[src/rtl/cmuvp_pkg.sv]
// Shared definitions for the cube-map face projection block.
// Holds parameter defaults, face codes and the sideband struct; no dependencies.
`default_nettype none

package cmuvp_pkg;

	localparam int COORD_WIDTH_DEF  = 32;
	localparam int UV_FRAC_BITS_DEF = 16;

	localparam logic [2:0] FACE_POS_X = 3'd0;
	localparam logic [2:0] FACE_NEG_X = 3'd1;
	localparam logic [2:0] FACE_POS_Y = 3'd2;
	localparam logic [2:0] FACE_NEG_Y = 3'd3;
	localparam logic [2:0] FACE_POS_Z = 3'd4;
	localparam logic [2:0] FACE_NEG_Z = 3'd5;

	// Per-item data that rides alongside the divider stages.
	typedef struct packed {
		logic [2:0] face;
		logic       degenerate;
	} cmuvp_side_t;

endpackage

`default_nettype wire

[src/rtl/cmuvp_div.sv]
// Pipelined restoring divider for the u and v lanes: the integer part in stage 0, then one fraction bit per stage.
// Computes floor(s * 2^(FRAC-1) / m) for s in 0..2m; uses cmuvp_pkg.
`default_nettype none

module cmuvp_div
	import cmuvp_pkg::*;
#(
	parameter int MAG_W = COORD_WIDTH_DEF,
	parameter int FRAC  = UV_FRAC_BITS_DEF
) (
	input  wire logic              clk,
	input  wire logic              arst_n,
	input  wire logic              in_valid,
	input  wire logic [MAG_W-1:0]  in_m,
	input  wire logic [MAG_W:0]    in_su,
	input  wire logic [MAG_W:0]    in_sv,
	input  wire cmuvp_side_t       in_side,
	output logic                   out_valid,
	output logic [FRAC:0]          out_qu,
	output logic [FRAC:0]          out_qv,
	output cmuvp_side_t            out_side
);

	// stage 0 resolves the integer part, the rest add one fraction bit each
	localparam int NST = FRAC;

	// integer part of s/m (0, 1 or 2) and the remainder below m
	function automatic logic [MAG_W+1:0] first_step(input logic [MAG_W:0] s,
			input logic [MAG_W-1:0] m);
		logic [MAG_W:0] two_m;
		logic [MAG_W:0] one_m;
		logic [MAG_W:0] d;
		logic [1:0]     q;
		two_m = {m, 1'b0};
		one_m = {1'b0, m};
		if (s >= two_m) begin
			q = 2'd2;
			d = s - two_m;
		end else if (s >= one_m) begin
			q = 2'd1;
			d = s - one_m;
		end else begin
			q = 2'd0;
			d = s;
		end
		return {q, d[MAG_W-1:0]};
	endfunction

	// one restoring step: quotient bit on top, new remainder below
	function automatic logic [MAG_W:0] div_step(input logic [MAG_W-1:0] r,
			input logic [MAG_W-1:0] m);
		logic [MAG_W:0] r2;
		logic [MAG_W:0] d;
		r2 = {r, 1'b0};
		d  = r2 - {1'b0, m};
		if (r2 >= {1'b0, m}) begin
			return {1'b1, d[MAG_W-1:0]};
		end
		return {1'b0, r2[MAG_W-1:0]};
	endfunction

	logic [NST-1:0]   vld_s;
	logic [MAG_W-1:0] m_s  [NST];
	logic [MAG_W-1:0] ru_s [NST];
	logic [MAG_W-1:0] rv_s [NST];
	logic [FRAC:0]    qu_s [NST];
	logic [FRAC:0]    qv_s [NST];
	cmuvp_side_t      side_s [NST];

	logic [MAG_W+1:0] fu_c;
	logic [MAG_W+1:0] fv_c;

	assign fu_c = first_step(in_su, in_m);
	assign fv_c = first_step(in_sv, in_m);

	always_ff @(posedge clk or negedge arst_n) begin
		if (!arst_n) begin
			vld_s <= '0;
		end else begin
			vld_s <= {vld_s[NST-2:0], in_valid};
		end
	end

	always_ff @(posedge clk) begin
		m_s[0]    <= in_m;
		ru_s[0]   <= fu_c[MAG_W-1:0];
		rv_s[0]   <= fv_c[MAG_W-1:0];
		qu_s[0]   <= {{(FRAC-1){1'b0}}, fu_c[MAG_W+1:MAG_W]};
		qv_s[0]   <= {{(FRAC-1){1'b0}}, fv_c[MAG_W+1:MAG_W]};
		side_s[0] <= in_side;
	end

	for (genvar k = 1; k < NST; k++) begin : g_step
		logic [MAG_W:0] su_n;
		logic [MAG_W:0] sv_n;

		assign su_n = div_step(ru_s[k-1], m_s[k-1]);
		assign sv_n = div_step(rv_s[k-1], m_s[k-1]);

		always_ff @(posedge clk) begin
			m_s[k]    <= m_s[k-1];
			ru_s[k]   <= su_n[MAG_W-1:0];
			rv_s[k]   <= sv_n[MAG_W-1:0];
			qu_s[k]   <= {qu_s[k-1][FRAC-1:0], su_n[MAG_W]};
			qv_s[k]   <= {qv_s[k-1][FRAC-1:0], sv_n[MAG_W]};
			side_s[k] <= side_s[k-1];
		end
	end

	assign out_valid = vld_s[NST-1];
	assign out_qu    = qu_s[NST-1];
	assign out_qv    = qv_s[NST-1];
	assign out_side  = side_s[NST-1];

endmodule

`default_nettype wire

[config.mk]
export PLATFORM = sky130hd
export DESIGN_NAME = cmuvp_div
export DESIGN_NICKNAME = d
export VERILOG_FILES = /design/src/rtl/cmuvp_pkg.sv /design/src/rtl/cmuvp_div.sv
export SDC_FILE = /design/constraint.sdc
export NUM_CORES = 2
export LEC_CHECK = 0
export BUFFER_PORTS_ARGS = -buffer_cell sky130_fd_sc_hd__buf_4
export CORE_MARGIN = 5
export CORE_UTILIZATION = 64
export DETAILED_ROUTE_END_ITERATION = 12
export PLACE_DENSITY = 0.87
export SYNTH_ARGS = -nofsm -noshare
export SYNTH_HDL_FRONTEND = slang
export SYNTH_SLANG_ARGS = --single-unit
export TNS_END_PERCENT = 30
[constraint.sdc]
create_clock -name clk -period 4.3 [get_ports clk]
set_clock_uncertainty 0.2 [all_clocks]
set_input_delay 1.29 -clock clk [delete_from_list [all_inputs] [get_ports clk]]
set_output_delay 1.29 -clock clk [all_outputs]
set_load 0.005 [all_outputs]
After elaboration in Yosys (flattened, before gate mapping). Memories as Yosys holds them, arrays and structs flattened. Index checks and enable logic that the tools add are counted.

Output and inout port bits: 39. Memory bits (writable): 2144. Bits of input ports: 105. Register bits after elaboration: 16. Memories: 6.

Muxes and demuxes: 98. Order comparisons: 34. Add/sub/neg operators: 34.

Memories: m_s (depth 16, width 32, rd ports 15, clocked after memory_dff 0, wr ports 16, RTL line cmuvp_div.sv:63) `logic [MAG_W-1:0] m_s [NST];`; ru_s (depth 16, width 32, rd ports 15, clocked after memory_dff 0, wr ports 16, RTL line cmuvp_div.sv:64) `logic [MAG_W-1:0] ru_s [NST];`; rv_s (depth 16, width 32, rd ports 15, clocked after memory_dff 0, wr ports 16, RTL line cmuvp_div.sv:65) `logic [MAG_W-1:0] rv_s [NST];`; qu_s (depth 16, width 17, rd ports 16, clocked after memory_dff 0, wr ports 16, RTL line cmuvp_div.sv:66) `logic [FRAC:0] qu_s [NST];`; qv_s (depth 16, width 17, rd ports 16, clocked after memory_dff 0, wr ports 16, RTL line cmuvp_div.sv:67) `logic [FRAC:0] qv_s [NST];`; side_s (depth 16, width 4, rd ports 16, clocked after memory_dff 0, wr ports 16, RTL line cmuvp_div.sv:68) `cmuvp_side_t side_s [NST];`.

Operator list (number): $mux W33 (60); $sub A32 B32 Y32 (34); $ge A33 B32 Y1 (32); $mux W32 (4); $ge A33 B33 Y1 (2); $mux W1 (32); $mux W2 (2).

Depth between registers and ports, before layout. An unclocked memory read counts as a cell.

Depth after elaboration: 4. Gate-level depth with buffers: 16.

Least setup slack after synthesis. No wires, ideal clock.

Path kind: input port to flip-flop. Start: in in_su[1]. End: mem ru_s[0][10] (netlist name). Stages: 15. Slack: -145 ps. Arrival time: 4131 ps. Setup time: 114 ps. Data required time: 3986 ps. Cell sequence: inv_1 > ha_1 > inv_1 > fa_1 > a211oi_1 > o21bai_1 > a21oi_1 > o31ai_1 > a41oi_1 > a21oi_1 > a41oi_1 > o21ai_0 > clkbuf_1 > clkbuf_1 > a21o_1.

RTL lines: start: declaration (RTL line cmuvp_div.sv:15) `input wire logic [MAG_W:0] in_su,`; end: declaration (RTL line cmuvp_div.sv:64).

==> impl_metrics.json <==
{
  "status": "complete, no violations",
  "yosys-top-cells-count": "dfxtp_1, a21oi_1, ha_1",
  "cts_tree": "built",
  "wl_per_cell_um": 22.25,
  "powerDensity_nw_per_um2": 890.2,
  "rows": 145,
  "clk_pin_slew_ps": 60,
  "r2r-end": "rv_s[1][30]",
  "cts_buffers": 184,
  "top_layer_used": "met5",
  "avgViaCountPerCell": 6.142,
  "drc_errors": 0,
  "ys_types": 94,
  "root_buffer": "clkbuf_16",
  "start_util": 0.6450,
  "synth_top_area_cell": "dfxtp_1",
  "fin_nets": 13400,
  "grt_pass1_wl_mm": 487.8,
  "gp_congestion": 1.068,
  "setup_viol": 0,
  "htreeDepth": 4,
  "async_reset_ff_frac": 0.008772,
  "globalRouteOverflowTotal": 0,
  "core_area_um2": 156600,
  "yosysMostFrequentCell": "dfxtp_1",
  "vdd_ir_drop_max_mv": 0.5607,
  "drive_above_1_share": 0.1226,
  "path_max_fanout": 5,
  "clockBufferDepth": 3,
  "drt-met1-wl_mm": 109.1,
  "synth_edf_count": 0,
  "r2r_start": "m_s[0][226]",
  "vias": 88480,
  "slew_headroom": 0.2695,
  "synth_area_um2": 101000,
  "leakagePower_nw": 54.21,
  "critPathKind": "reg2reg",
  "max_freq_ghz": 0.2346,
  "hold_path_class": "in2async",
  "io_buffers": 143,
  "worst_pin_slew_ps": 1068,
  "syn_inst": 11440,
  "drv_cap": 0,
  "synth_area_leaders": "dfxtp_1, ha_1, a21oi_1",
  "seqCellArea_um2": 36600,
  "clk_latency_ps": 860,
  "grt_pass1_vias": 89530,
  "fin_util": 0.7424,
  "die_h_um": 407.2,
  "endpoint": "rv_s[1][30]",
  "finalCritPeriodShare": 0.9915,
  "r2r_cells": 14,
  "drt-pass1-iter-count": 8,
  "drt-total-wl_mm": 320.5,
  "synth_warnings": 0,
  "setup.worst_path.start_class": "register",
  "syn_nets": 12670,
  "first_iter_violations": 7151,
  "clock-sinks": 1824,
  "antenna_found_initial": 5,
  "power_mw": 103.5,
  "tns_ps": 0,
  "fillers": 11200,
  "rrSetupSlack_ps": 40,
  "critPathArrivalTime_ps": 4770,
  "seq_area_frac_synth": 0.3624,
  "dp_hpwl_mm": 255.7,
  "multi_input_area_um2": 60430,
  "critPathLaunch": "m_s[0][226]",
  "slew_violations": 0,
  "ys_ff_latch": 1824,
  "syn_to_final_growth_pct": 15.09,
  "io_pins": 144,
  "grt_start_max_net_pins": 56,
  "cts_setup_buffers": 0,
  "critical_path_required_ps": 4810,
  "ant_nets": 0,
  "min_period_ps": 4263,
  "whs_ps": 99.39,
  "end_kind": "register",
  "avgSynthCellArea_um2": 8.826,
  "netlist.area_leader.share": 0.3584,
  "die-area_um2": 165800,
  "met2_wirelength_mm": 158.0,
  "die_w_um": 407.2,
  "routed-wl-met3_mm": 15.87,
  "hold_viol": 0,
  "synthFlopType": "dfxtp_1",
  "grt_util_all_layers": 0.3688
}
==> sequential cells by signal, indices dropped and copies added (netlist names) <==
register,flops
rv_s,480
qv_s,152
vld_s,16
side_s,64
qu_s,152
ru_s,480
m_s,480
==> metal layers <==
| metal | GRT usage | vias up |
|---|---|---|
| li1 | - | 42050 |
| met1 | 0.3545 | 41310 |
| met2 | 0.6702 | 3603 |
| met3 | 0.05225 | 1511 |
| met4 | 0.3563 | 4 |
| met5 | 0 | - |
==> worst min-delay path by stage <==
| stage | cells after the start | endpoint | startpoint |
|---|---|---|---|
| after floorplan | 0 | qu_s[0][103] | qu_s[0][85] |
| after global placement | 0 | side_s[1][11] | side_s[1][7] |
| after detailed placement | 0 | qu_s[1][58] | qu_s[1][40] |
| after CTS | 1 | vld_s[12] | arst_n |
| after global routing | 1 | vld_s[6] | arst_n |
| final | 1 | vld_s[14] | arst_n |
==> critical path, cell delays in order, from the launching register on <==
cell,delay [ps]
dfxtp_1,340
inv_1,70
ha_1,300
buf_4,180
nor2b_1,150
o21ai_0,270
a21boi_0,220
o21ai_0,450
a21oi_2,210
a21oi_1,430
a31oi_1,330
a221o_1,420
a21oi_1,180
xnor2_1,80
mux2_1,300
==> power by group <==
group	leakage, nW	total [mW]	internal [mW]	switching [mW]
Clock	3.22	17.4	10.2	7.17
Combinational	35.6	58.3	25.5	32.8
Sequential	15.4	27.8	23.6	4.21
==> cell families (layout without fill, tap and decap cells) <==
| family | Yosys count | in the layout | share of synthesized area |
|---|---|---|---|
| AO/OA/AOI/OAI | 3493 | 3493 | 0.2151 |
| XOR/XNOR | 880 | 880 | 0.07632 |
| multiplexers | 310 | 310 | 0.03434 |
| flip-flops | 1824 | 1824 | 0.3624 |
| buffers and inverters | 1083 | 1980 | 0.04236 |
| other | 0 | 8 | 0 |
| adder cells (fa/ha/maj) | 1118 | 1118 | 0.1409 |
| AND/OR/NAND/NOR | 2734 | 2734 | 0.1286 |
==> metrics by stage <==
| step | cells | setup slack [ps] | instance area (um2) |
|---|---|---|---|
| after detailed placement | 14050 | -640.9 | 109400 |
| after global placement | 14050 | -598.2 | 109400 |
| final | 14410 | 36.72 | 116200 |
| after CTS | 14400 | 43.65 | 116100 |
| after global routing | 14400 | -11.27 | 116200 |
| after floorplan | 11440 | 2.955 | 101000 |
==> area by class of cell <==
| class | instances | area share |
|---|---|---|
| multi-input cells | 8535 | 0.5199 |
| flip-flops and latches | 1824 | 0.3148 |
| repair buffers | 865 | 0.06060 |
| clock buffers | 246 | 0.04473 |
| inverters | 769 | 0.02483 |
| well taps | 2058 | 0.02215 |
| clock inverters | 100 | 0.01280 |
| diodes | 8 | 0.0001722 |
==> what timing repair did <==
action,in CTS,in global routing
hold buffers,0,0
pin swaps,0,1
setup endpoints to repair,2,171
resized for setup,2,28
==> layout by cell type (no fill, tap or decap), types with 514 or more instances in the layout <==
cell and count:
inv_1 769, o21ai_0 864, dfxtp_1 1807, ha_1 1086, nand2_1 830, a21oi_1 1091
xnor2_1 514, nor2_1 726, a21o_1 543, buf_4 821
No activity file was read; power rests on OpenSTA's default activity.
